--- src/hdl/sitra_pkg.sv ---
// Shared types, constants and the control store for the radix text converter.
package sitra_pkg;

	localparam int VALUE_BITS_DEF  = 32;
	localparam int DIGIT_SLOTS_DEF = 32;
	localparam int RADIX_W         = 5;
	localparam int CHAR_W          = 7;
	localparam int DIGIT_W         = 4;
	localparam int DIV_CHUNK       = 8;
	localparam int STEP_W          = 3;

	localparam logic [RADIX_W-1:0] RADIX_MIN = 5'd2;
	localparam logic [RADIX_W-1:0] RADIX_MAX = 5'd16;

	localparam logic [CHAR_W-1:0] CH_NUL   = 7'h00;
	localparam logic [CHAR_W-1:0] CH_MINUS = 7'h2D;
	localparam logic [CHAR_W-1:0] CH_ZERO  = 7'h30;
	localparam logic [CHAR_W-1:0] CH_ALPHA = 7'h41;

	// step codes
	localparam logic [STEP_W-1:0] S_WAIT  = 3'd0;
	localparam logic [STEP_W-1:0] S_DIV   = 3'd1;
	localparam logic [STEP_W-1:0] S_STORE = 3'd2;
	localparam logic [STEP_W-1:0] S_SIGN  = 3'd3;
	localparam logic [STEP_W-1:0] S_RD    = 3'd4;
	localparam logic [STEP_W-1:0] S_EMIT  = 3'd5;
	localparam logic [STEP_W-1:0] S_ERR   = 3'd6;

	// output word kinds
	localparam logic [1:0] OK_NONE  = 2'd0;
	localparam logic [1:0] OK_SIGN  = 2'd1;
	localparam logic [1:0] OK_DIGIT = 2'd2;
	localparam logic [1:0] OK_ERR   = 2'd3;

	// branch conditions
	localparam logic [2:0] C_TRUE     = 3'd0;
	localparam logic [2:0] C_BAD      = 3'd1;
	localparam logic [2:0] C_DIV_DONE = 3'd2;
	localparam logic [2:0] C_MORE     = 3'd3;
	localparam logic [2:0] C_CNT_ZERO = 3'd4;

	typedef struct packed {
		logic              in_rdy;
		logic [1:0]        out_kind;
		logic              div_en;
		logic              store_en;
		logic              rd_en;
		logic [2:0]        cond;
		logic [STEP_W-1:0] tgt_t;
		logic [STEP_W-1:0] tgt_f;
	} ctrl_t;

	typedef struct packed {
		logic bad;
		logic div_done;
		logic more;
		logic cnt_zero;
		logic neg;
	} stat_t;

	function automatic ctrl_t ucode(input logic [STEP_W-1:0] step);
		ctrl_t c;
		c       = '0;
		c.cond  = C_TRUE;
		c.tgt_t = S_WAIT;
		c.tgt_f = S_WAIT;
		case (step)
			S_WAIT: begin
				c.in_rdy = 1'b1;
				c.cond   = C_BAD;
				c.tgt_t  = S_ERR;
				c.tgt_f  = S_DIV;
			end
			S_DIV: begin
				c.div_en = 1'b1;
				c.cond   = C_DIV_DONE;
				c.tgt_t  = S_STORE;
				c.tgt_f  = S_DIV;
			end
			S_STORE: begin
				c.store_en = 1'b1;
				c.cond     = C_MORE;
				c.tgt_t    = S_DIV;
				c.tgt_f    = S_SIGN;
			end
			S_SIGN: begin
				c.out_kind = OK_SIGN;
				c.tgt_t    = S_RD;
			end
			S_RD: begin
				c.rd_en = 1'b1;
				c.tgt_t = S_EMIT;
			end
			S_EMIT: begin
				c.out_kind = OK_DIGIT;
				c.cond     = C_CNT_ZERO;
				c.tgt_t    = S_WAIT;
				c.tgt_f    = S_RD;
			end
			S_ERR: begin
				c.out_kind = OK_ERR;
				c.tgt_t    = S_WAIT;
			end
			default: begin
				c.tgt_t = S_WAIT;
			end
		endcase
		return c;
	endfunction

	function automatic logic [CHAR_W-1:0] glyph(input logic [DIGIT_W-1:0] d);
		logic [CHAR_W-1:0] g;
		if (d < DIGIT_W'(10))
			g = CH_ZERO + CHAR_W'(d);
		else
			g = CH_ALPHA + CHAR_W'(d - DIGIT_W'(10));
		return g;
	endfunction

endpackage

--- src/hdl/sitra_ram.sv ---
// Generic single-write, single-read RAM with registered read data.
module sitra_ram #(
	parameter int WIDTH = 4,
	parameter int DEPTH = 32
) (
	input  logic                     clk,
	input  logic                     we,
	input  logic [$clog2(DEPTH)-1:0] waddr,
	input  logic [WIDTH-1:0]         wdata,
	input  logic                     re,
	input  logic [$clog2(DEPTH)-1:0] raddr,
	output logic [WIDTH-1:0]         rdata
);
	logic [WIDTH-1:0] mem_q [DEPTH];

	always_ff @(posedge clk) begin
		if (we)
			mem_q[waddr] <= wdata;
		if (re)
			rdata <= mem_q[raddr];
	end
endmodule

--- src/hdl/sitra_dp.sv ---
// Datapath: magnitude load, chunked digit division, digit store and character build.
module sitra_dp import sitra_pkg::*; #(
	parameter int VALUE_BITS  = VALUE_BITS_DEF,
	parameter int DIGIT_SLOTS = DIGIT_SLOTS_DEF
) (
	input  logic                  clk,
	input  logic                  arst_n,
	input  ctrl_t                 ctrl,
	input  logic                  go,
	input  logic [VALUE_BITS-1:0] value,
	input  logic [RADIX_W-1:0]    radix,
	output stat_t                 stat,
	output logic [CHAR_W-1:0]     char_code,
	output logic                  last,
	output logic                  bad_radix
);
	localparam int NCH  = (VALUE_BITS + DIV_CHUNK - 1) / DIV_CHUNK;
	localparam int WW   = NCH * DIV_CHUNK;
	localparam int CHW  = (NCH > 1) ? $clog2(NCH) : 1;
	localparam int AW   = $clog2(DIGIT_SLOTS);
	localparam int CNTW = $clog2(DIGIT_SLOTS + 1);

	logic [WW-1:0]        work_q;
	logic [DIGIT_W-1:0]   rem_q;
	logic [RADIX_W-1:0]   radix_q;
	logic                 neg_q;
	logic [CHW-1:0]       chunk_q;
	logic [CNTW-1:0]      cnt_q;

	logic [VALUE_BITS-1:0] mag;
	logic [DIGIT_W-1:0]   rd_digit;
	logic [DIV_CHUNK-1:0] qbits;
	logic [DIGIT_W-1:0]   rem_nx;
	logic                 load;

	assign load = ctrl.in_rdy && go;
	assign mag  = value[VALUE_BITS-1] ? (~value + VALUE_BITS'(1)) : value;

	// restoring division of one chunk, one bit per stage
	always_comb begin
		logic [RADIX_W-1:0]  t;
		logic [DIGIT_W-1:0]  r;
		r     = rem_q;
		qbits = '0;
		for (int i = 0; i < DIV_CHUNK; i++) begin
			t = {r, work_q[WW-1-i]};
			if (t >= radix_q) begin
				qbits[DIV_CHUNK-1-i] = 1'b1;
				t = t - radix_q;
			end
			r = t[DIGIT_W-1:0];
		end
		rem_nx = r;
	end

	always_ff @(posedge clk or negedge arst_n) begin
		if (!arst_n) begin
			work_q  <= '0;
			chunk_q <= '0;
			cnt_q   <= '0;
		end else begin
			if (load) begin
				work_q  <= WW'(mag);
				chunk_q <= '0;
				cnt_q   <= '0;
			end else if (ctrl.div_en) begin
				work_q  <= (work_q << DIV_CHUNK) | WW'(qbits);
				chunk_q <= (chunk_q == CHW'(NCH - 1)) ? '0 : chunk_q + CHW'(1);
			end else if (ctrl.store_en) begin
				cnt_q <= cnt_q + CNTW'(1);
			end else if (ctrl.rd_en) begin
				cnt_q <= cnt_q - CNTW'(1);
			end
		end
	end

	always_ff @(posedge clk) begin
		if (load) begin
			radix_q <= radix;
			neg_q   <= value[VALUE_BITS-1];
			rem_q   <= '0;
		end else if (ctrl.div_en) begin
			rem_q <= rem_nx;
		end else if (ctrl.store_en) begin
			rem_q <= '0;
		end
	end

	sitra_ram #(
		.WIDTH(DIGIT_W),
		.DEPTH(DIGIT_SLOTS)
	) u_store (
		.clk  (clk),
		.we   (ctrl.store_en),
		.waddr(cnt_q[AW-1:0]),
		.wdata(rem_q),
		.re   (ctrl.rd_en),
		.raddr(cnt_q[AW-1:0] - AW'(1)),
		.rdata(rd_digit)
	);

	assign stat.bad      = (radix < RADIX_MIN) || (radix > RADIX_MAX);
	assign stat.div_done = (chunk_q == CHW'(NCH - 1));
	assign stat.more     = (work_q != '0) && (cnt_q != CNTW'(DIGIT_SLOTS - 1));
	assign stat.cnt_zero = (cnt_q == '0);
	assign stat.neg      = neg_q;

	always_comb begin
		case (ctrl.out_kind)
			OK_SIGN: begin
				char_code = CH_MINUS;
				last      = 1'b0;
				bad_radix = 1'b0;
			end
			OK_DIGIT: begin
				char_code = glyph(rd_digit);
				last      = stat.cnt_zero;
				bad_radix = 1'b0;
			end
			OK_ERR: begin
				char_code = CH_NUL;
				last      = 1'b1;
				bad_radix = 1'b1;
			end
			default: begin
				char_code = CH_NUL;
				last      = 1'b0;
				bad_radix = 1'b0;
			end
		endcase
	end

	a_store_room: assert property (@(posedge clk) disable iff (!arst_n)
		ctrl.store_en |-> cnt_q < CNTW'(DIGIT_SLOTS)) else $error("digit store overrun");
	a_rd_nonempty: assert property (@(posedge clk) disable iff (!arst_n)
		ctrl.rd_en |-> cnt_q != '0) else $error("read of empty digit store");
	a_rem_range: assert property (@(posedge clk) disable iff (!arst_n)
		ctrl.div_en |-> {1'b0, rem_q} < radix_q) else $error("partial remainder out of range");
endmodule

--- config.mk ---
export PLATFORM = sky130hd
export DESIGN_NAME = sitra_dp
export DESIGN_NICKNAME = d
export VERILOG_FILES = /design/src/hdl/sitra_pkg.sv /design/src/hdl/sitra_ram.sv /design/src/hdl/sitra_dp.sv
export SDC_FILE = /design/constraint.sdc
export NUM_CORES = 1
export LEC_CHECK = 0
export ABC_AREA = 1
export BUFFER_PORTS_ARGS = -buffer_cell sky130_fd_sc_hd__buf_4
export CORE_ASPECT_RATIO = 1.5
export CORE_MARGIN = 5
export CORE_UTILIZATION = 30
export DETAILED_ROUTE_END_ITERATION = 7
export GPL_ROUTABILITY_DRIVEN = 0
export GPL_TIMING_DRIVEN = 0
export PLACE_DENSITY = 0.5
export SYNTH_ARGS = -nofsm -noshare
export SYNTH_HDL_FRONTEND = slang
export SYNTH_SLANG_ARGS = --single-unit
--- constraint.sdc ---
create_clock -name clk -period 19.9 [get_ports clk]
set_input_delay 0.995 -clock clk [delete_from_list [all_inputs] [get_ports clk]]
set_output_delay 0.995 -clock clk [all_outputs]
set_load 0.05 [all_outputs]
==> results by group <==
Worst setup path
  – CP peak stage delay: 1.18 ns
  – Setup CP Type: reg -> reg
  – Critical path arrival: between 10 and 15 ns
  – CP Capture Type: flip-flop
  – CP required: around 20 ns
  – CP max stage cell: dfxtp_1
  – Max FO, Critical Path: 35
  – Most common cell on crit path: nand2_1
  – CP Launch Type: flip-flop
  – Reg2Reg Setup Slack: a little over 8 ns

Layout
  – Antenna Cells: 0
  – Fin area: ~12000 sq um
  – Sequential Area: about 5200 sq um
  – Layout cells sized above 1: about an eighth
  – Fill cells: roughly 3800
  – Post-Layout Cell Count: between 1500 and 2000
  – Multi-input gate area: just under 5000 sq um
  – P&R area growth vs syn: 15.3%
  – Final net count: 1414

Floorplanning
  – # rows: 85
  – I/O pin cnt: 69
  – DIE AREA: ~40000 sq um
  – Die Y: between 200 and 250 um
  – Starting Density: between 30% and 40%
  – Core Area: around 36000 sq um
  – Die width: roughly 170 um

Clock tree
  – Htree depth: 4
  – Clock Pin Slew Worst Setup and Hold Paths: ~0.07 ns
  – Clock Sinks: 182
  – Clock root cell: clkbuf_16
  – Postcts setup bufs: 0
  – Clock Tree Buf Depth: 2
  – Cts hold-fix bufs: 0
  – CTS tree: yes
  – Inserted Clock Buffers: 17
  – Post-CTS Resized: 0
  – Clk_lat worst skew: 0.45 ns

STA
  – Crit path time final: around 12 ns
  – Clk_skew: about 0.0088 ns
  – Final setup margin: slightly above 8 ns
  – Final Max Slew Viols: 0
  – Final hold viol count: 0
  – Fin crit share: 59.3%
  – Setup TNS: 0 ns
  – Slew @ Worst Pin: roughly 1.3 ns
  – RSZ-0062 raised after global routing: no
  – Max Freq: approximately 85 MHz
  – Max_slew headroom: 14.5%
  – Final setup viols: 0

Logic synthesis
  – Most area-hungry cell type in the Yosys netlist: edfxtp_1
  – Synth top area cells: edfxtp_1 (38%), dfrtp_1 (9.3%), ha_1 (6.6%)
  – Netlist cell types: 52
  – Number of synthesized flops with an enable pin: about 140
  – Post-Syn Nets: about 1300
  – Synth top area share: 38.3%
  – Ys Warns: 0
  – Area of the mapped netlist: between 10000 and 15000 sq um
  – Post-synth top flop: edfxtp_1
  – Synth Register Bits: around 180
  – Sequential area share after synthesis: about half
  – Async SR Flop Fraction: 22.0%
  – Post-synth top cells: nand2_1 (183), nor2_1 (167), inv_1 (139), edfxtp_1 (138), o21ai_0 (114)
  – Avg Inst Size Synth: 8.90 sq um
  – Post-Synthesis Cells: 1215
  – Count leader, synth: nand2_1

Place
  – Total placed cells including tap cells: roughly 1800
  – Post-place setup slack: between 8 and 9 ns
  – PortBufs: 59
  – Area post-placement: 11900 sq um
  – Dpl hpwl: about 25000 um

Routing
  – Via count: between 8000 and 9000
  – First-pass DRT Iterations: 5
  – Detail Route Antenna Nets: 0
  – Post-DR vias/cell: slightly below 5
  – Wire per inst: ~18 um
  – Post-Route WL: 32000 um
  – Iteration-0 DRC Markers: between 400 and 500
  – DRC violations left: 0

Status
  – Status: finished, final reports clean

Global routing
  – First-pass GRT wire length: between 40000 and 50000 um
  – Total GRT Usage: roughly 16%
  – Initial antenna violation count: 0
  – Largest net degree at the start of global routing: slightly above 40
  – Vias in the first global route: approximately 9000
  – Total congestion overflow: 0

Worst hold path
  – Hold Crit Class: reg -> reg

Flow run
  – Maxcap violations: 0
stage by stage:
| step | hold WS (ns) | utilization, % |
|---|---|---|
| finish | 0.496 | 34.9 |
| floorplan | 0.463 | - |
| CTS | 0.494 | 34.9 |
| global placement | 0.482 | 33.2 |
| detailed placement | 0.483 | 33.2 |
| global route | 0.528 | 34.9 |
layer usage:
| layer | vias up | share of wire [%] | GRT usage, % |
|---|---|---|---|
| met5 | - | 0 | 0 |
| met4 | 0 | 4.9 | 8.13 |
| met3 | 65 | 2.5 | 2.21 |
| met2 | 173 | 57 | 32.2 |
| met1 | 4151 | 35 | 15.9 |
| li1 | 4361 | - | - |
cell type report:
type                       instances  share of cell area [%]
clock buffer                      17                    3.41
inverter                         146                    4.39
tap                              478                    4.79
buffer                            38                    1.50
timing repair buffer              59                    3.55
clock inverter                    15                    1.51
sequential                       182                    41.9
multi-input combinational        849                    38.9
flip-flops by register name (all words and copies together), names as in the netlist:
| register | count |
|---|---|
| u_store.mem_q | 128 |
| work_q | 32 |
| cnt_q | 6 |
| radix_q | 5 |
| rem_q | 4 |
| u_store.rdata | 4 |
| chunk_q | 2 |
| neg_q | 1 |
cell usage in the layout, fill, tap and decap left out, drive strengths merged, types with 11 or more instances in the layout:
master	instances
a21oi	29
inv	153
nand2	186
buf	81
nor3	11
o211ai	13
ha	57
dfrtp	40
edfxtp	138
nand4	26
or2	14
clkbuf	33
o22ai	25
nand3	96
o21ai	120
o221ai	16
nor2	172
xnor2	14
worst max-delay path: cells and delay by family (launching register included):
| kind | cells | cell delay, ns |
|---|---|---|
| and+or+nand+nor | 36 | 5.00 |
| adders and majority gates | 8 | 2.67 |
| buffers and inverters | 8 | 0.94 |
| DFF | 1 | 1.18 |
| AOI/OAI and AO/OA | 11 | 1.88 |
cell families (layout without fill, tap and decap cells):
kind of cell	count (synthesis)	count (layout)	synth area share, %
buf+inv	184	275	6.80
flops	182	182	48.3
simple gates	516	516	21.1
fa+ha+maj	66	66	8.26
mux	7	7	0.648
xor+xnor	24	24	2.01
compound gates	236	236	12.9
final timing paths:
check	from	cells past startpoint	to
max	rem_q[2]	63	rem_q[2]
min	chunk_q[0]	1	chunk_q[0]
max reg2reg	rem_q[2]	63	rem_q[2]
min reg2reg	chunk_q[0]	1	chunk_q[0]
max in group asynchronous	arst_n	1	work_q[18]
min in group asynchronous	arst_n	1	work_q[5]
Power is not shown: default switching activity piles up to over one toggle a cycle in this logic, so the estimate is an artifact.
