## config.mk

```make
export PLATFORM = sky130hd
export DESIGN_NAME = sitra_seq
export DESIGN_NICKNAME = d
export VERILOG_FILES = /design/src/hdl/sitra_pkg.sv /design/src/hdl/sitra_seq.sv
export SDC_FILE = /design/constraint.sdc
export NUM_CORES = 1
export LEC_CHECK = 0
export BUFFER_PORTS_ARGS = -buffer_cell sky130_fd_sc_hd__buf_4
export CORE_AREA = 2 2 39 41
export CTS_BUF_LIST = sky130_fd_sc_hd__clkbuf_8
export DETAILED_ROUTE_END_ITERATION = 7
export DIE_AREA = 0 0 41 43
export HOLD_SLACK_MARGIN = 0.08
export PLACE_DENSITY_LB_ADDON = 0.08
export SLEW_MARGIN = 20
export SYNTH_ARGS = -nofsm -noshare
export SYNTH_HDL_FRONTEND = slang
export SYNTH_SLANG_ARGS = --single-unit
```

## constraint.sdc

```tcl
create_clock -name clk -period 1.46 [get_ports clk]
set_clock_uncertainty 0.05 [all_clocks]
set_input_delay 0.073 -clock clk [delete_from_list [all_inputs] [get_ports clk]]
set_output_delay 0.073 -clock clk [all_outputs]
set_load 0.005 [all_outputs]
```

## src/hdl/sitra_pkg.sv

```systemverilog
// Shared types, constants and the control store for the radix text converter.
package sitra_pkg;

	localparam int VALUE_BITS_DEF  = 32;
	localparam int DIGIT_SLOTS_DEF = 32;
	localparam int RADIX_W         = 5;
	localparam int CHAR_W          = 7;
	localparam int DIGIT_W         = 4;
	localparam int DIV_CHUNK       = 8;
	localparam int STEP_W          = 3;

	localparam logic [RADIX_W-1:0] RADIX_MIN = 5'd2;
	localparam logic [RADIX_W-1:0] RADIX_MAX = 5'd16;

	localparam logic [CHAR_W-1:0] CH_NUL   = 7'h00;
	localparam logic [CHAR_W-1:0] CH_MINUS = 7'h2D;
	localparam logic [CHAR_W-1:0] CH_ZERO  = 7'h30;
	localparam logic [CHAR_W-1:0] CH_ALPHA = 7'h41;

	// step codes
	localparam logic [STEP_W-1:0] S_WAIT  = 3'd0;
	localparam logic [STEP_W-1:0] S_DIV   = 3'd1;
	localparam logic [STEP_W-1:0] S_STORE = 3'd2;
	localparam logic [STEP_W-1:0] S_SIGN  = 3'd3;
	localparam logic [STEP_W-1:0] S_RD    = 3'd4;
	localparam logic [STEP_W-1:0] S_EMIT  = 3'd5;
	localparam logic [STEP_W-1:0] S_ERR   = 3'd6;

	// output word kinds
	localparam logic [1:0] OK_NONE  = 2'd0;
	localparam logic [1:0] OK_SIGN  = 2'd1;
	localparam logic [1:0] OK_DIGIT = 2'd2;
	localparam logic [1:0] OK_ERR   = 2'd3;

	// branch conditions
	localparam logic [2:0] C_TRUE     = 3'd0;
	localparam logic [2:0] C_BAD      = 3'd1;
	localparam logic [2:0] C_DIV_DONE = 3'd2;
	localparam logic [2:0] C_MORE     = 3'd3;
	localparam logic [2:0] C_CNT_ZERO = 3'd4;

	typedef struct packed {
		logic              in_rdy;
		logic [1:0]        out_kind;
		logic              div_en;
		logic              store_en;
		logic              rd_en;
		logic [2:0]        cond;
		logic [STEP_W-1:0] tgt_t;
		logic [STEP_W-1:0] tgt_f;
	} ctrl_t;

	typedef struct packed {
		logic bad;
		logic div_done;
		logic more;
		logic cnt_zero;
		logic neg;
	} stat_t;

	function automatic ctrl_t ucode(input logic [STEP_W-1:0] step);
		ctrl_t c;
		c       = '0;
		c.cond  = C_TRUE;
		c.tgt_t = S_WAIT;
		c.tgt_f = S_WAIT;
		case (step)
			S_WAIT: begin
				c.in_rdy = 1'b1;
				c.cond   = C_BAD;
				c.tgt_t  = S_ERR;
				c.tgt_f  = S_DIV;
			end
			S_DIV: begin
				c.div_en = 1'b1;
				c.cond   = C_DIV_DONE;
				c.tgt_t  = S_STORE;
				c.tgt_f  = S_DIV;
			end
			S_STORE: begin
				c.store_en = 1'b1;
				c.cond     = C_MORE;
				c.tgt_t    = S_DIV;
				c.tgt_f    = S_SIGN;
			end
			S_SIGN: begin
				c.out_kind = OK_SIGN;
				c.tgt_t    = S_RD;
			end
			S_RD: begin
				c.rd_en = 1'b1;
				c.tgt_t = S_EMIT;
			end
			S_EMIT: begin
				c.out_kind = OK_DIGIT;
				c.cond     = C_CNT_ZERO;
				c.tgt_t    = S_WAIT;
				c.tgt_f    = S_RD;
			end
			S_ERR: begin
				c.out_kind = OK_ERR;
				c.tgt_t    = S_WAIT;
			end
			default: begin
				c.tgt_t = S_WAIT;
			end
		endcase
		return c;
	endfunction

	function automatic logic [CHAR_W-1:0] glyph(input logic [DIGIT_W-1:0] d);
		logic [CHAR_W-1:0] g;
		if (d < DIGIT_W'(10))
			g = CH_ZERO + CHAR_W'(d);
		else
			g = CH_ALPHA + CHAR_W'(d - DIGIT_W'(10));
		return g;
	endfunction

endpackage

```

## src/hdl/sitra_seq.sv

```systemverilog
// Microcode sequencer: step counter, control store lookup and branch logic.
module sitra_seq import sitra_pkg::*; (
	input  logic  clk,
	input  logic  arst_n,
	input  logic  in_valid,
	input  logic  out_ready,
	input  stat_t stat,
	output ctrl_t ctrl,
	output logic  go,
	output logic  in_ready,
	output logic  out_valid
);
	logic [STEP_W-1:0] step_q;
	logic              taken;

	assign ctrl      = ucode(step_q);
	assign in_ready  = ctrl.in_rdy;
	assign out_valid = (ctrl.out_kind != OK_NONE) && !(ctrl.out_kind == OK_SIGN && !stat.neg);
	assign go        = !(ctrl.in_rdy && !in_valid) && !(out_valid && !out_ready);

	always_comb begin
		case (ctrl.cond)
			C_TRUE:     taken = 1'b1;
			C_BAD:      taken = stat.bad;
			C_DIV_DONE: taken = stat.div_done;
			C_MORE:     taken = stat.more;
			C_CNT_ZERO: taken = stat.cnt_zero;
			default:    taken = 1'b1;
		endcase
	end

	always_ff @(posedge clk or negedge arst_n) begin
		if (!arst_n) begin
			step_q <= S_WAIT;
		end else if (go) begin
			step_q <= taken ? ctrl.tgt_t : ctrl.tgt_f;
		end
	end

	a_no_overlap: assert property (@(posedge clk) disable iff (!arst_n)
		!(in_ready && out_valid)) else $error("input and output open together");
	a_err_return: assert property (@(posedge clk) disable iff (!arst_n)
		(step_q == S_ERR && go) |=> step_q == S_WAIT) else $error("error word not followed by wait");
	a_emit_hold: assert property (@(posedge clk) disable iff (!arst_n)
		(out_valid && !out_ready) |=> $stable(step_q)) else $error("step moved under stall");
endmodule

```

==> run metrics, run 1 <==
Remaining DRCs=0; Starting Density=0.280; Final Hold Fails=0; Period minus WS final=between 1 and 1.5 ns; width of the die=roughly 41 um; delay-heaviest family, CP=flip-flops; placer's final routability congestion estimate=0.774; pwr dens=2400 nW/um^2; Skew-Pair Late Insertion Delay=approximately 0.21 ns; initial antenna violation count=0; Top FF cell, synth=dfrtp_1; CTS H-tree lvls=1; max FFs per register=3; Yosys top cell by area=dfrtp_1; final cycle utilization of the critical path=0.986; most frequent cells after synthesis=nor2_1, nand2_1, buf_2, buf_4, o21ai_0; synth top area cells=dfrtp_1, a32o_1, buf_4; drt pass-1 iters=4; top cell type's share of synthesized area=0.194; Total Nets Final=slightly below 100; CTS max path bufs=2; Gate Count Post-Synth=54; Max-Cap Viols=0; Syn Area/Cell=7.18 um^2; drt initial violations=14; worst path required time=approximately 1.3 ns; Global Route Usage Sum=0.149; Final setup viols=0; die area=1760 um^2; cells along the critical path=xnor2_2, o22ai_2, a21oi_2, buf_4; GR Overflow Total=0; WL met3=~60 um; io pins=27; Metal-1 WL=508 um; CTS tree=built; CP arrival=around 1.3 ns; Synth Net Count=63; std cell rows=14; Final Instance Area=between 600 and 700 um^2; area of the mapped netlist=~390 um^2; biggest regs=step_q: 3 flops; Worst Tran Pin Value=approximately 0.26 ns; largest stage delay on the critical path=between 0.4 and 0.5 ns; status=finished, final reports clean; port buffer count=26; routed vias/inst=roughly 4.8; Seq/Total Area, Yosys=0.194; post-placement cell area=just over 600 um^2; multi-input logic area=~260 um^2; DP HPWL=slightly below 900 um; Slowest cell on crit path=dfrtp_2; share of layout cells above drive strength 1=0.552; path depth of the worst reg2reg path=5; Layout fillers=151; Slew headroom=0.825; Hold WS=0.136 ns; Detailed Route WL=roughly 1.1 mm; largest net degree at the start of global routing=12; first-pass GRT wire length=~1.7 mm; Max Fclk=695 MHz; CP Capture Type=output pin; via count=494; Setup WS post-layout=0.0211 ns; FF+latch count, synth=3; Layout area overhead=79.7%; Post-synth EDFFs=0; CP Depth=4; DR top layer=met3; core area=~1400 um^2; die span in y=43 um; CTS sink cnt=3; vias in the first global route=399; VDD IR max=around 0.0011 V; Max Transition Viols Final=0; Unique masters post-synth=24; CTS buffer count=3; CTS Root Cell=clkbuf_8; Ys Warns=0; number of diodes=0; met2 routed WL=around 570 um; most common cell in the netlist=nor2_1; CP Max Fanout=6; hold crit path type=in -> async; register cell area after layout=78.8 um^2; antenna-violating nets left=0; buffers plus inverters on the worst setup path=1; Top reg by flops=step_q; async set or reset register ratio after synthesis=1.00; WL per Instance=~11 um; CP Launch Type=register; RSZ-0062 raised after global routing=true; dpl ws=roughly 0.057 ns; Leakage=0.346 nW; clock-pin slew on the worst setup and hold paths=~0.030 ns; crit path kind=reg -> out
[logic make-up after synthesis]
kind of cell              Yosys count  synth area share
and+or+nand+nor                    22             0.297
AOI/OAI and AO/OA                  16             0.306
buffers and inverters              11             0.158
DFF                                 3             0.194
xor gates and xnor gates            2            0.0452
[metrics by stage]
step / TNS (ns) / utilization / std cells / power [mW]
after floorplan: 0 / - / 54 / 0.817
after global placement: 0 / 0.438 / 95 / 1.36
after detailed placement: 0 / 0.438 / 95 / 1.35
after CTS: 0 / 0.485 / 100 / 1.63
after global routing: -0.0210 / 0.504 / 103 / 1.82
final: 0 / 0.504 / 103 / 1.68
[placed cells by master (no fill, tap or decap), drive strengths merged]
| cell type | Yosys | layout |
|---|---|---|
| o21ai | 4 | 4 |
| xnor2 | 2 | 2 |
| nor3b | 1 | 1 |
| and2 | 2 | 2 |
| dfrtp | 3 | 3 |
| a21boi | 1 | 1 |
| a21o | 2 | 2 |
| nor3 | 2 | 2 |
| clkbuf | 0 | 3 |
| or3b | 1 | 1 |
| nor2 | 6 | 6 |
| a31oi | 1 | 1 |
| buf | 8 | 36 |
| nand3 | 2 | 2 |
| nor4 | 1 | 1 |
| o22ai | 2 | 2 |
| a21oi | 2 | 2 |
| nand2b | 2 | 2 |
| nand2 | 5 | 5 |
| inv | 3 | 4 |
| a32o | 3 | 3 |
| dlygate4sd3 | 0 | 1 |
| o31ai | 1 | 1 |
[layout make-up]
type / instances / area share
clock buffer: 3 / 0.0592
clock inverter: 1 / 0.00539
inverter: 3 / 0.0162
multi-input combinational: 40 / 0.375
sequential: 3 / 0.113
tap: 16 / 0.0287
timing repair buffer: 37 / 0.402
[path summary, 6_finish.rpt]
path | startpoint | endpoint | slack [ns]
max | step_q[1] | go | 0.02
min | arst_n | step_q[1] | 0.14
max reg2reg | step_q[0] | step_q[2] | 0.05
min reg2reg | step_q[1] | step_q[1] | 0.57
max in group asynchronous | arst_n | step_q[2] | 1.12
min in group clk | out_ready | step_q[2] | 0.19
[where the power goes]
| part | internal, mW | leakage, nW | switching (mW) | total [mW] |
|---|---|---|---|---|
| clock network | 0.179 | 0.0269 | 0.0540 | 0.233 |
| logic | 0.723 | 0.285 | 0.496 | 1.22 |
| registers | 0.131 | 0.0334 | 0.0931 | 0.224 |
[worst register-to-register path, delay by kind of cell, from the launching register on]
kind | cells | cell delay (ns)
AOI/OAI and AO/OA | 3 | 0.48
xor gates and xnor gates | 1 | 0.16
buffers and inverters | 1 | 0.14
DFF | 1 | 0.46
[per-layer routing]
metal | global-route usage | vias up
li1 | - | 254
met1 | 0.194 | 222
met2 | 0.200 | 18
met3 | 0.0471 | 0
met4 | 0.100 | 0
met5 | 0 | -
[timing repair]
item                                   CTS  global route
hold buffers                             1             0
pin swaps                                0             1
setup endpoints to repair                3             8
buffers inserted                         0             3
resized for setup                        4             2
endpoints found under the hold margin    3             0
Note: power is estimated with default switching activity, not from simulation.
==> run 2, diff against run 1 <==
- BUFFER_PORTS_ARGS: -buffer_cell sky130_fd_sc_hd__buf_4 -> default
- DONT_BUFFER_PORTS: default -> 1
- SETUP_SLACK_MARGIN: default -> 0.05
- clock period: 1.46 -> 1.43 ns (I/O delays scaled with it)
==> run metrics, run 2 (synthesized netlist as in run 1, its figures left out) <==
Layout area overhead=39.7%; clock-pin slew on the worst setup and hold paths=0.03 ns (about the same); antenna-violating nets left=0 (unchanged); Max-Cap Viols=0 (unchanged); io pins=27 (unchanged); core area=1380 um^2 (unchanged); Worst Tran Pin Value=0.358 ns (+0.0973 ns); post-layout power=1.43 mW (-15%); drt initial violations=14 (unchanged); DP HPWL=890 um (+2.4%); worst path required time=1.31 ns (-0.03 ns); worst hold stages=2; Skew-Pair Late Insertion Delay=0.22 ns (about the same); status=finished with violations; RSZ-0062 raised after global routing=true; width of the die=41 um (unchanged); Final Hold Fails=0 (unchanged); grt peak-use layer=met2; initial antenna violation count=0 (unchanged); leading cell type in the layout, fill and taps excluded=buf_4; met1 Usage GRT=0.172 (-0.0215); Total Nets Final=75 (-23%); placer's final routability congestion estimate=0.824 (+6.4%); CTS sink cnt=3 (unchanged); CTS max path bufs=2 (unchanged); hold endpoint=step_q[0]; crit path kind=reg -> out; hold crit path type=in -> reg; Remaining DRCs=0 (unchanged); vias in the first global route=355 (-11%); Setup WS post-layout=-0.00317 ns (-0.0243 ns); failing checks=negative setup slack; Period minus WS final=1.43 ns; share of layout cells above drive strength 1=0.400 (-0.152); RR Endpoint=step_q[2]; Worst Hold Launch=out_ready; port buffer count=0 (-100%); grt met3 use=0.0419 (-0.00524); first-pass GRT wire length=1.57 mm (-9.1%); Final Core Density=0.392 (-0.112); M2 GR Usage=0.197 (-0.00313); die span in y=43 um (unchanged); GR Overflow Total=0 (unchanged); die area=1760 um^2 (unchanged); RR Startpoint=step_q[0]; Sum Neg Setup Slack=-0.00317 ns (-0.00317 ns); CTS buffer count=3 (unchanged); Global Route Usage Sum=0.134 (-0.0148); pwr dens=2640 nW/um^2 (+9.7%); CTS tree=built; most frequent cells in the layout=buf_4, nand2_1, nor2_1, o21ai_0; WL per Instance=14.1 um (+28%); CP Capture Type=output pin; CP Launch Type=register; Non-Filler Instances=81 (-21%); CTS H-tree lvls=1 (unchanged); dpl cells=73 (-23%); r2r setup slk=0.03 ns (-0.02 ns); Starting Density=0.280 (unchanged); final cycle utilization of the critical path=1.00; VDD IR max=0.00117 V (+9.8%); Final setup viols=1 (+1); via count=412 (-17%); path depth of the worst reg2reg path=5 (unchanged); Max Transition Viols Final=0 (unchanged); std cell rows=14 (unchanged); routed vias/inst=5.09 (+6.1%); drt pass-1 iters=4 (unchanged); CP arrival=1.31 ns (about the same); Detailed Route WL=1.15 mm (+0.61%); number of diodes=0 (unchanged); largest net degree at the start of global routing=15 (+3); Slew headroom=0.760 (-0.0653); biggest regs=step_q: 3 flops; Leakage=0.235 nW (-32%); max FFs per register=3 (unchanged); CP Max Fanout=7 (+1); Top reg by flops=step_q; CTS Root Cell=clkbuf_8; Max Fclk=around 700 MHz
[run 2: cell types whose count changed in the layout (fill, tap and decap cells not counted)]
cell / previous run / this run
dlygate4sd3_1: 1 / 3
and2_1: 2 / 1
nor2_2: 1 / 2
nor2_1: 5 / 4
and2_4: 0 / 1
buf_4: 36 / 12
[run 2: how the worst max path moves through the flow]
stage | to | cells after the start | from
2_1_floorplan | step_q[1] | 4 | step_q[2]
3_3_place_gp | step_q[1] | 4 | step_q[2]
3_5_place_dp | step_q[1] | 4 | step_q[2]
4_1_cts | go | 4 | step_q[0]
5_1_grt | go | 4 | step_q[0]
6_report | go | 4 | step_q[0]
[run 2: cell type report]
| class | instances | area (um^2) |
|---|---|---|
| Clock inverter | 1 | 3.75 |
| Timing Repair Buffer | 15 | 120 |
| Fill cell | 149 | 842 |
| Tap cell | 16 | 20.0 |
| Inverter | 3 | 11.3 |
| Clock buffer | 3 | 41.3 |
| Sequential cell | 3 | 78.8 |
| Multi-Input combinational cell | 40 | 267 |
[run 2: critical path, cell delays in order, from the launching register on]
cell,delay (ns)
dfrtp_2,0.46
xnor2_2,0.18
o22ai_2,0.11
a21oi_2,0.20
buf_4,0.15
[run 2: per-stage QoR]
stage | area [um^2] | setup WS, ns | hold slack, ns
2_1_floorplan | 388 | 0.112 | -0.274
3_3_place_gp | 440 | 0.0780 | -0.274
3_5_place_dp | 440 | 0.0512 | -0.274
4_1_cts | 537 | 0.00512 | 0.108
5_1_grt | 542 | -0.0798 | 0.140
6_report | 542 | -0.00317 | 0.115
[run 2: routing by layer]
metal | routed length (um) | part of all wire | vias up
met5 | 0 | 0 | -
met4 | 0 | 0 | 0
met3 | 100 | 0.087 | 0
met2 | 560 | 0.49 | 22
met1 | 486 | 0.42 | 178
li1 | - | - | 212
[run 2: what timing repair did]
action / in CTS / in global routing
endpoints found under the setup margin: 5 / 5
endpoints found under the hold margin: 4 / 0
hold buffers: 3 / 0
buffers inserted: 1 / 0
pin swaps: 1 / 1
resized for setup: 6 / 2
[run 2: power breakdown]
group | internal [mW] | leakage, nW | switching [mW] | total (mW)
registers | 0.133 | 0.0334 | 0.0814 | 0.215
logic | 0.481 | 0.175 | 0.492 | 0.973
clock network | 0.183 | 0.0269 | 0.0585 | 0.241
==> run 3, diff against run 2 <==
- PLACE_DENSITY: default -> 0.45
- PLACE_DENSITY_LB_ADDON: 0.08 -> default
==> run metrics, run 3 (synthesized netlist as in run 1, its figures left out) <==
RSZ-0062 raised after global routing=true; die span in y=43 um (unchanged); CP arrival=1.30 ns (about the same); status=finished, final reports clean; CP Capture Type=output pin; width of the die=41 um (unchanged); largest net degree at the start of global routing=13 (-2); drt initial violations=9 (-5); clock-pin slew on the worst setup and hold paths=0.03 ns (about the same); number of diodes=0 (unchanged); biggest regs=step_q: 3 flops; initial antenna violation count=0 (unchanged); CP Max Fanout=7 (unchanged); worst path required time=1.31 ns (about the same); most frequent cells in the layout=buf_4, nand2_1, nor2_1, o21ai_0; dpl cells=72 (-1.4%); pwr dens=2540 nW/um^2 (-3.6%); VDD IR max=0.00101 V (-14%); Layout area overhead=50.3%; share of layout cells above drive strength 1=0.433 (+0.0328); WL per Instance=11.7 um (-17%); CTS tree=built; die area=1760 um^2 (unchanged); Period minus WS final=1.42 ns (-0.0150 ns); Final setup viols=0 (-1); max FFs per register=3 (unchanged); Detailed Route WL=972 um (-15%); routed vias/inst=5.00 (-1.7%); leading cell type in the layout, fill and taps excluded=buf_4; core area=1380 um^2 (unchanged); Final Core Density=0.421 (+0.0298); DP HPWL=763 um (-14%); GR Overflow Total=0 (unchanged); Skew-Pair Late Insertion Delay=0.21 ns (about the same); Layout fillers=138 (-7.4%); dpl ws=0.0342 ns (-0.0170 ns); Starting Density=0.280 (unchanged); Top reg by flops=step_q; Global Route Usage Sum=0.126 (-0.00831); CTS H-tree lvls=1 (unchanged); vias in the first global route=363 (+2.3%); CTS buffer count=3 (unchanged); CP Launch Type=register; Non-Filler Instances=83 (+2.5%); Setup WS post-layout=0.0118 ns (+0.0150 ns); drt pass-1 iters=4 (unchanged); multi-input logic area=280 um^2 (+5.2%); port buffer count=0 (unchanged); CTS max path bufs=2 (unchanged); Hold WS=0.107 ns (-0.00761 ns); placer's final routability congestion estimate=0.750 (-9.0%); Max Fclk=705 MHz (+1.1%); Leakage=0.253 nW (+7.3%); Final Hold Fails=0 (unchanged); std cell rows=14 (unchanged); post-layout power=1.48 mW (+3.7%); Max-Cap Viols=0 (unchanged); register cell area after layout=78.8 um^2 (unchanged); CTS Root Cell=clkbuf_8; Max Transition Viols Final=0 (unchanged); CTS sink cnt=3 (unchanged); io pins=27 (unchanged); Total Nets Final=77 (+2.7%); Slew headroom=0.831 (+0.0715); via count=415 (+0.73%); Remaining DRCs=0 (unchanged); Worst Tran Pin Value=0.251 ns (-0.107 ns); first-pass GRT wire length=1.51 mm (-3.9%); hold crit path type=in -> reg; crit path kind=reg -> out; final cycle utilization of the critical path=0.992 (-0.0105); antenna-violating nets left=0 (unchanged)
run 3: worst max-delay path, stage by stage, from the launching register on:
cell and delay [ns]:
dfrtp_2 0.45, xnor2_2 0.20, o22ai_2 0.11, a21oi_2 0.19, buf_4 0.14
run 3: routing by layer:
layer	GRT usage	share of wire	vias up
li1	-	-	213
met1	0.145	0.40	186
met2	0.191	0.51	14
met3	0.0366	0.073	2
met4	0.0800	0.0093	0
met5	0	0	-
run 3: through the flow:
stage	TNS, ns	cell area [um^2]
2_1_floorplan	0	388
3_3_place_gp	0	445
3_5_place_dp	0	445
4_1_cts	-0.00570	534
5_1_grt	-0.0942	583
6_report	0	583
run 3: layout make-up:
type | instances | area share
inverters | 3 | 0.0193
repair buffers | 17 | 0.253
well taps | 16 | 0.0343
multi-input cells | 40 | 0.481
clock inverters | 1 | 0.00644
flip-flops and latches | 3 | 0.135
clock buffers | 3 | 0.0708
run 3: power breakdown:
| group | internal (mW) | switching, mW | total [mW] |
|---|---|---|---|
| logic | 0.550 | 0.478 | 1.03 |
| registers | 0.133 | 0.0909 | 0.224 |
| clock network | 0.182 | 0.0489 | 0.231 |
| total | 0.865 | 0.617 | 1.48 |
run 3: final timing paths:
| check | slack, ns | start | to | cells after the start |
|---|---|---|---|---|
| max in group asynchronous | 0.58 | arst_n | step_q[1] | 2 |
| hold / removal | 0.11 | out_ready | step_q[0] | 2 |
| setup reg to reg | 0.06 | step_q[1] | step_q[1] | 4 |
| setup / recovery | 0.01 | step_q[1] | go | 4 |
| hold reg to reg | 0.60 | step_q[2] | step_q[2] | 1 |
| min in group asynchronous | 0.59 | arst_n | step_q[0] | 2 |
run 3: repair_timing:
action / in CTS / in global routing
endpoints found under the setup margin: 5 / 7
resized for setup: 6 / 4
endpoints found under the hold margin: 4 / 0
buffers inserted: 0 / 4
hold buffers: 3 / 0
pin swaps: 1 / 0
